$ cat src/rtl/assert_macros.svh
// Assertion macros shared by the gaze dwell tracker RTL
`ifndef ASSERT_MACROS_SVH
`define ASSERT_MACROS_SVH

// ante implies cons on the same edge
`define ASSERT_IMPL(label, clk, rst, ante, cons, msg) \
  label: assert property (@(posedge clk) disable iff (rst) (ante) |-> (cons)) else $error(msg);

// expr never holds
`define ASSERT_NEVER(label, clk, rst, expr, msg) \
  label: assert property (@(posedge clk) disable iff (rst) !(expr)) else $error(msg);

// ante is followed on the next edge by cons
`define ASSERT_NEXT(label, clk, rst, ante, cons, msg) \
  label: assert property (@(posedge clk) disable iff (rst) (ante) |=> (cons)) else $error(msg);

`endif

$ cat src/rtl/gdat_pkg.sv
// Types and constants of the gaze dwell awareness tracker
package gdat_pkg;

  localparam int IDX_W   = 8;
  localparam int TIME_W  = 32;
  localparam int FRAME_W = 16;
  localparam int DWELL_W = 24;
  localparam int CFG_W   = 24;
  localparam int AWR_W   = 2;
  localparam int CIDX_W  = 2;
  localparam int INDEX_SPAN = 2 ** IDX_W;

  // awareness codes
  localparam logic [AWR_W-1:0] ST_UNDET = 2'd0;
  localparam logic [AWR_W-1:0] ST_DET   = 2'd1;
  localparam logic [AWR_W-1:0] ST_COMP  = 2'd2;

  // configuration register indexes
  localparam logic [CIDX_W-1:0] CFG_COMPREHEND_DWELL = 2'd0;
  localparam logic [CIDX_W-1:0] CFG_LOOK_AWAY        = 2'd1;
  localparam logic [CIDX_W-1:0] CFG_DETECTED_LIFE    = 2'd2;
  localparam logic [CIDX_W-1:0] CFG_COMPREHENDED_LIFE = 2'd3;

  typedef struct packed {
    logic [CFG_W-1:0] comprehend_dwell;
    logic [CFG_W-1:0] look_away;
    logic [CFG_W-1:0] detected_life;
    logic [CFG_W-1:0] comprehended_life;
  } cfg_t;

  typedef struct packed {
    logic [IDX_W-1:0]   object_index;
    logic [TIME_W-1:0]  now_ms;
    logic [FRAME_W-1:0] frame_ms;
    logic               gaze_hit;
    logic               oor;
  } item_t;

  typedef struct packed {
    logic [AWR_W-1:0]   st;
    logic [TIME_W-1:0]  bday;
    logic [TIME_W-1:0]  last;
    logic [DWELL_W-1:0] dwell;
  } entry_t;

  typedef struct packed {
    logic clearing;
  } bk_status_t;

  typedef enum logic [2:0] {
    BK_CLEAR,
    BK_IDLE,
    BK_EVAL_A,
    BK_EVAL_B,
    BK_COMMIT
  } bk_state_t;

endpackage

$ cat src/rtl/gdat_front.sv
// Front end: input handshake, index range check and two-word queue
`include "assert_macros.svh"

module gdat_front import gdat_pkg::*; #(
  parameter int NUM_OBJECTS = 256
) (
  input  logic               clk,
  input  logic               rst,
  input  logic               in_valid,
  output logic               in_ready,
  input  logic [IDX_W-1:0]   object_index,
  input  logic [TIME_W-1:0]  now_ms,
  input  logic [FRAME_W-1:0] frame_ms,
  input  logic               gaze_hit,
  input  bk_status_t         bk_status,
  output logic               head_valid,
  output item_t              head,
  input  logic               head_pop
);

  item_t      slots [2];
  logic       wr_ptr;
  logic       rd_ptr;
  logic [1:0] count;
  logic       push;
  item_t      in_item;

  assign in_ready   = (count != 2'd2) && !bk_status.clearing;
  assign push       = in_valid && in_ready;
  assign head_valid = (count != 2'd0);
  assign head       = slots[rd_ptr];

  always_comb begin
    in_item.object_index = object_index;
    in_item.now_ms       = now_ms;
    in_item.frame_ms     = frame_ms;
    in_item.gaze_hit     = gaze_hit;
    in_item.oor          = (32'(object_index) >= 32'(NUM_OBJECTS));
  end

  always_ff @(posedge clk) begin
    if (rst) begin
      wr_ptr <= 1'b0;
      rd_ptr <= 1'b0;
      count  <= 2'd0;
    end else begin
      if (push) begin
        wr_ptr <= ~wr_ptr;
      end
      if (head_pop) begin
        rd_ptr <= ~rd_ptr;
      end
      count <= count + 2'(push) - 2'(head_pop);
    end
  end

  always_ff @(posedge clk) begin
    if (push) begin
      slots[wr_ptr] <= in_item;
    end
  end

  `ASSERT_NEVER(a_q_overflow, clk, rst, count == 2'd3, "queue count out of range")
  `ASSERT_NEVER(a_q_underflow, clk, rst, head_pop && (count == 2'd0), "pop from empty queue")
  `ASSERT_NEXT(a_q_head_hold, clk, rst, head_valid && !head_pop, head_valid && $stable(head), "queue head moved without pop")

endmodule

$ cat config.mk
export PLATFORM = sky130hd
export DESIGN_NAME = gdat_front
export DESIGN_NICKNAME = d
export VERILOG_FILES = /design/src/rtl/gdat_pkg.sv /design/src/rtl/gdat_front.sv
export VERILOG_INCLUDE_DIRS = /design/src /design/src/rtl
export SDC_FILE = /design/constraint.sdc
export NUM_CORES = 1
export LEC_CHECK = 0
export ABC_AREA = 0
export ABC_CLOCK_PERIOD_IN_PS = 3800
export BUFFER_PORTS_ARGS = -buffer_cell sky130_fd_sc_hd__buf_2
export CORE_ASPECT_RATIO = 1.2
export CORE_MARGIN = 3
export CORE_UTILIZATION = 45
export DETAILED_ROUTE_END_ITERATION = 10
export GPL_TIMING_DRIVEN = 0
export HOLD_SLACK_MARGIN = 0.02
export PLACE_DENSITY = 0.75
export SETUP_SLACK_MARGIN = 0.05
export SLEW_MARGIN = 40
export SYNTH_ARGS = -nofsm -noshare
export SYNTH_HDL_FRONTEND = slang
export SYNTH_SLANG_ARGS = --single-unit
$ cat constraint.sdc
create_clock -name clk -period 3.8 [get_ports clk]
set_input_delay 0.76 -clock clk [delete_from_list [all_inputs] [get_ports clk]]
set_output_delay 0.76 -clock clk [all_outputs]
set_load 0.005 [all_outputs]
==> out/metrics.yaml, run 1 <==
period_share_pct: 64.4
routed_wl_mm: 7.66
via_count: 2299
synth_edf_count: 114
hold_buffers: 0
path_common_cell: "buf_6"
clk_latency_ns: 0.51
cts_resized: 0
antenna_left: 0
min_period_ns: 2.45
final_max_slew_viol_count: 0
area_delta_synth_final_pct: 31.0
arrival_ns: 1.69
wl_per_cell_um: 16.1
r2r_end: "slots[0][26]"
crit_path_cell_trace: "buf_6 -> buf_6 -> mux2_2 -> buf_2"
drv_cap: 0
clock_path_buffers: 2
hold_viol_final: 0
antenna_found_initial: 0
post-cts-setup-buffers: 0
grt_max_degree: 31
cpPeakStageDelay_ns: 0.35
cts.sinks: 119
combPwrFrac_pct: 9.2
clockPowerShare_pct: 44.5
dpl_worst_slack_ns: 1.49
layout.nets: 409
drtIter0Drc: 89
ys_seq_area_share_pct: 80.7
fp-row-count: 38
hpwlAfterDp_mm: 5.15
cts_made_buffers: 17
worstHoldPathType: "in -> reg"
diodes: 0
io_pins: 122
setup_ws_ns: 1.35
rsz0062_at_grt: "no"
dp.cells: 446
p_seq_share_pct: 46.3
die-area_sq_um: 10900
gp_congestion: 0.684
ys_async_sr_fraction_pct: 0
fin_cells: 477
syn-num-nets: 268
overflow: 0
die_w_um: 95.9
place_area_sq_um: 5160
critPathRequiredTime_ns: 3.04
final_util_pct: 62.0
critPathTopFamily: "buffers and inverters"
crit_path_max_fanout: 10
vias_per_cell: 4.82
cts_max_level: 4
final_area_sq_um: 5720
swShare_pct: 20.0
grt_usage_pct: 15.0
setup_viol: 0
die_h_um: 114
crit_buf_inv: 3
synth-main-ff-cell: "edfxtp_1"
synth.distinct_cells: 22
mostFrequentLayoutCells: "buf_2 (122), edfxtp_1 (114), mux2_2 (51)"
startpoint_type: "flop"
root_buffer: "clkbuf_8"
ys_ff_latch: 119
drt-pass1-iter-count: 4
crit_type: "reg -> out"
core_sq_um: 9220
crit_end: "head[50]"
final_common_cell: "buf_2"
layout-drive-gt1-share_pct: 58.8
p_per_area_nw_per_um2: 582
syn_area_sq_um: 4360
max_freq_ghz: 0.408
status: "completed"
synth_warnings: 0
regToRegSetupSlack_ns: 2.03
path_clk_slew_ns: 0.05
p_int_w: 0.00266
vdd_drop_max_mv: 0.347
cp_num_cells: 4
reg2reg_from: "count[1]"
synth_cells: 204
cts_tree: "built"
reg2regPathDepth: 4
cp_slowest_cell: "dfxtp_1"
port_buffers: 120
grt_pass1_vias: 2406
cp-end-kind: "output port"
drcViolationCount: 0
finClkSkew_ns: 0.00425
leakagePower_nw: 2.18
start_util_pct: 47.3
avgSynthCellArea_sq_um: 21.4
setup-tns-final_ns: 0
grt_first_pass_wirelength_mm: 11.6
p_sw_w: 0.000668
[sequential cells by signal, summed over array words and instances, names as in the netlist, named ones only]
| signal | flops |
|---|---|
| count | 2 |
| rd_ptr | 1 |
| slots | 114 |
| wr_ptr | 1 |
[power by group through the flow]
stage / Combinational [W] / Clock (W) / Sequential, W
after floorplan: 0.000169 / 0 / 0.00156
after detailed placement: 0.000313 / 0 / 0.00157
after global placement: 0.000298 / 0 / 0.00157
after CTS: 0.000315 / 0.00152 / 0.00154
final: 0.000307 / 0.00148 / 0.00154
after global routing: 0.000342 / 0.00158 / 0.00155
[worst reg2reg max path, cell delays in order (launching register included)]
cell	delay, ns
dfxtp_1	0.33
nor2b_4	0.14
or3_1	0.40
inv_4	0.32
buf_12	0.26
[cell families after synthesis]
group	after synthesis	share of synthesized area, %
flip-flops	119	80.7
other	1	0.0859
XOR/XNOR	3	0.602
adder cells (fa/ha/maj)	2	0.573
AO/OA/AOI/OAI	2	0.229
multiplexers	57	14.7
AND/OR/NAND/NOR	11	1.46
buffers and inverters	9	1.61
[metal layers]
layer	track usage [%]	routed length (um)	vias to the layer above
met5	0	0	-
met4	8.82	117	0
met3	5.54	507	10
met2	26.3	4290	82
met1	14.8	2750	1124
li1	-	-	1083
[stage by stage]
| step | hold slack (ns) | power [W] |
|---|---|---|
| after global placement | 0.466 | 0.00187 |
| final | 0.438 | 0.00333 |
| after floorplan | 0.452 | 0.00173 |
| after global routing | 0.413 | 0.00347 |
| after CTS | 0.416 | 0.00338 |
| after detailed placement | 0.507 | 0.00188 |
[final cells by class]
type / instances / area [sq um]
sequential: 119 / 3520
fill: 707 / 3500
multi-input combinational: 76 / 776
timing repair buffer: 122 / 641
clock buffer: 19 / 422
tap: 120 / 150
clock inverter: 12 / 135
buffer: 7 / 62.6
inverter: 2 / 10.0
[worst min-delay path by stage]
stage,startpoint,endpoint,cells after the start
floorplan,wr_ptr,wr_ptr,2
global placement,wr_ptr,wr_ptr,2
detailed placement,wr_ptr,wr_ptr,2
CTS,frame_ms[5],slots[1][6],1
global route,now_ms[13],slots[0][30],1
finish,now_ms[31],slots[0][48],1
[synthesized netlist by cell type, drive strengths merged, types with 2 or more instances]
master / instances / share of area [%]
buf: 7 / 1.4
dfxtp: 5 / 2.3
edfxtp: 114 / 78
ha: 2 / 0.57
inv: 2 / 0.17
mux2: 57 / 15
nor2: 4 / 0.34
nor2b: 2 / 0.46
xnor2: 2 / 0.40
(Power assumes the default switching activity.)
==> run 2: changes to the inputs <==
- ABC_CLOCK_PERIOD_IN_PS: 3800 -> 2000
- PLACE_DENSITY: 0.75 -> 0.78
- clock period: 3.8 -> 2 ns (I/O delays scaled with it)
==> out/metrics.yaml, run 2 (synthesis results as in run 1) <==
cts_max_level: 4  # unchanged
path_clk_slew_ns: 0.06  # about the same
min_path_cells: 1  # unchanged
final_max_slew_viol_count: 0  # unchanged
routed_wl_mm: 8.33  # +8.8%
cts.sinks: 119  # unchanged
nFillCells: 607  # -14%
reg_top3: "slots x114, count x2"
die-area_sq_um: 10900  # unchanged
cp_slowest_cell: "dfxtp_4"
grt_max_degree: 58  # +87%
cts_made_buffers: 17  # unchanged
leakagePower_nw: 2.42  # +11%
drcViolationCount: 0  # unchanged
io_pins: 122  # unchanged
cpPeakStageDelay_ns: 0.38  # +0.03 ns
vias_per_cell: 4.91  # +1.9%
max_freq_ghz: 0.498
core_sq_um: 9220  # unchanged
hold-path-endpoint: "slots[1][38]"
arrival_ns: 1.61  # -0.08 ns
reg2reg_from: "count[1]"
cts_tree: "built"
grt_pass1_vias: 2537  # +5.4%
largest_reg_flops: 114  # unchanged
via_count: 2387  # +3.8%
die_w_um: 95.9  # unchanged
fp-row-count: 38  # unchanged
grt_first_pass_wirelength_mm: 12.0  # +3.0%
start_util_pct: 47.3  # unchanged
hpwlAfterDp_mm: 5.23  # +1.4%
period_share_pct: 100
hold_buffers: 0  # unchanged
fin_cells: 486  # +1.9%
antenna_left: 0  # unchanged
r2r_end: "slots[0][35]"
finClkSkew_ns: 0.00674  # +0.00248 ns
area_delta_synth_final_pct: 42.6
critPathRequiredTime_ns: 1.60  # -1.44 ns
setup_viol: 11  # +11
drv_cap: 0  # unchanged
multiInputGateArea_sq_um: 900  # +16%
clock_path_buffers: 2  # unchanged
setup_ws_ns: -0.00669  # -1.36 ns
setup-tns-final_ns: -0.0299  # -0.0299 ns
violations: "negative setup slack"
status: "finished with violations"
antenna_found_initial: 0  # unchanged
drtIter0Drc: 158  # +78%
final_common_cell: "edfxtp_1"
gp_congestion: 0.682  # -0.28%
p_per_area_nw_per_um2: 1020  # +75%
wl_per_cell_um: 17.1  # +6.8%
mostFrequentLayoutCells: "edfxtp_1 (114), buf_2 (85), buf_6 (38)"
cp-end-kind: "output port"
startpoint_type: "flop"
min_period_ns: 2.01
min_from: "now_ms[21]"
reg2regPathDepth: 4  # unchanged
vdd_drop_max_mv: 0.666  # +92%
clk_latency_ns: 0.50  # about the same
hold_viol_final: 0  # unchanged
crit_path_cell_trace: "buf_12 -> clkbuf_16 -> mux2_4 -> buf_6"
die_h_um: 114  # unchanged
diodes: 0  # unchanged
grt_usage_pct: 15.3  # +0.28 points
seq_area_sq_um: 3530  # +0.11%
crit_path_max_fanout: 6  # -4
port_buffers: 120  # unchanged
drt-pass1-iter-count: 4  # unchanged
regToRegSetupSlack_ns: 0.24  # -1.79 ns
dp.cells: 446  # unchanged
layout-drive-gt1-share_pct: 60.9  # +2.1 points
overflow: 0  # unchanged
crit_type: "reg -> out"
layout.nets: 417  # +2.0%
root_buffer: "clkbuf_8"
worstHoldPathType: "in -> reg"
rsz0062_at_grt: "yes"
top_register: "slots"
## run 2: changes by cell type in the layout (fill, tap and decap cells not counted), moves of 3 or more
cell        change
clkbuf_16       +3
buf_6          +34
mux2_2         -27
clkinvlp_4      +3
buf_2          -37
mux2_4         +33
mux2_1          -6
buf_12          +3
## run 2: worst max path at each step
stage / depth (start not counted) / from / end / slack [ns]
after floorplan: 3 / bk_status / slots[0][0] / 0.12
after global placement: 4 / bk_status / slots[0][26] / -0.43
after detailed placement: 5 / bk_status / slots[0][26] / 0.09
after CTS: 4 / flop / head[49] / -0.08
after global routing: 4 / flop / head[4] / -0.06
final: 4 / flop / head[45] / -0.007
## run 2: per-layer routing
metal  track usage [%]  up-vias  wire length [um]
li1                  -     1106                 -
met1              15.7     1191              3110
met2              27.3       74              4620
met3              4.35       16               404
met4              8.35        0               197
met5                 0        -                 0
## run 2: layout make-up
class / count / share of cell area (%)
timing repair buffer: 130 / 16.4
tap: 120 / 2.41
clock buffer: 21 / 6.90
sequential: 119 / 56.7
inverter: 2 / 0.181
buffer: 7 / 1.57
multi-input combinational: 76 / 14.5
clock inverter: 11 / 1.35
## run 2: power by group
group          switching (W)  leakage (nW)  internal [W]
registers          0.0000448          1.09       0.00289
clock network       0.000949         0.246       0.00162
logic               0.000328          1.09      0.000512
## run 2: worst max-delay path, delay by kind of cell, from the launching register on
kind     cells  cell delay [ns]
mux          1             0.30
flops        1             0.38
buf+inv      3             0.42
## run 2: timing repair
item,CTS,global route
cloned,1,3
resized for setup,24,61
buffers inserted,3,0
setup endpoints to repair,54,56
## run 2: metrics by stage
step / area, sq um / hold slack [ns] / total power (W) / util, % / worst slack [ns]
floorplan: 4370 / 0.451 / 0.00329 / - / 0.118
global placement: 5120 / 0.468 / 0.00354 / 55.5 / -0.427
detailed placement: 5170 / 0.496 / 0.00359 / 56.1 / 0.0868
CTS: 5840 / 0.0538 / 0.00627 / 63.3 / -0.0823
global route: 6220 / 0.0636 / 0.00660 / 67.5 / -0.0642
finish: 6220 / 0.0834 / 0.00634 / 67.5 / -0.00669
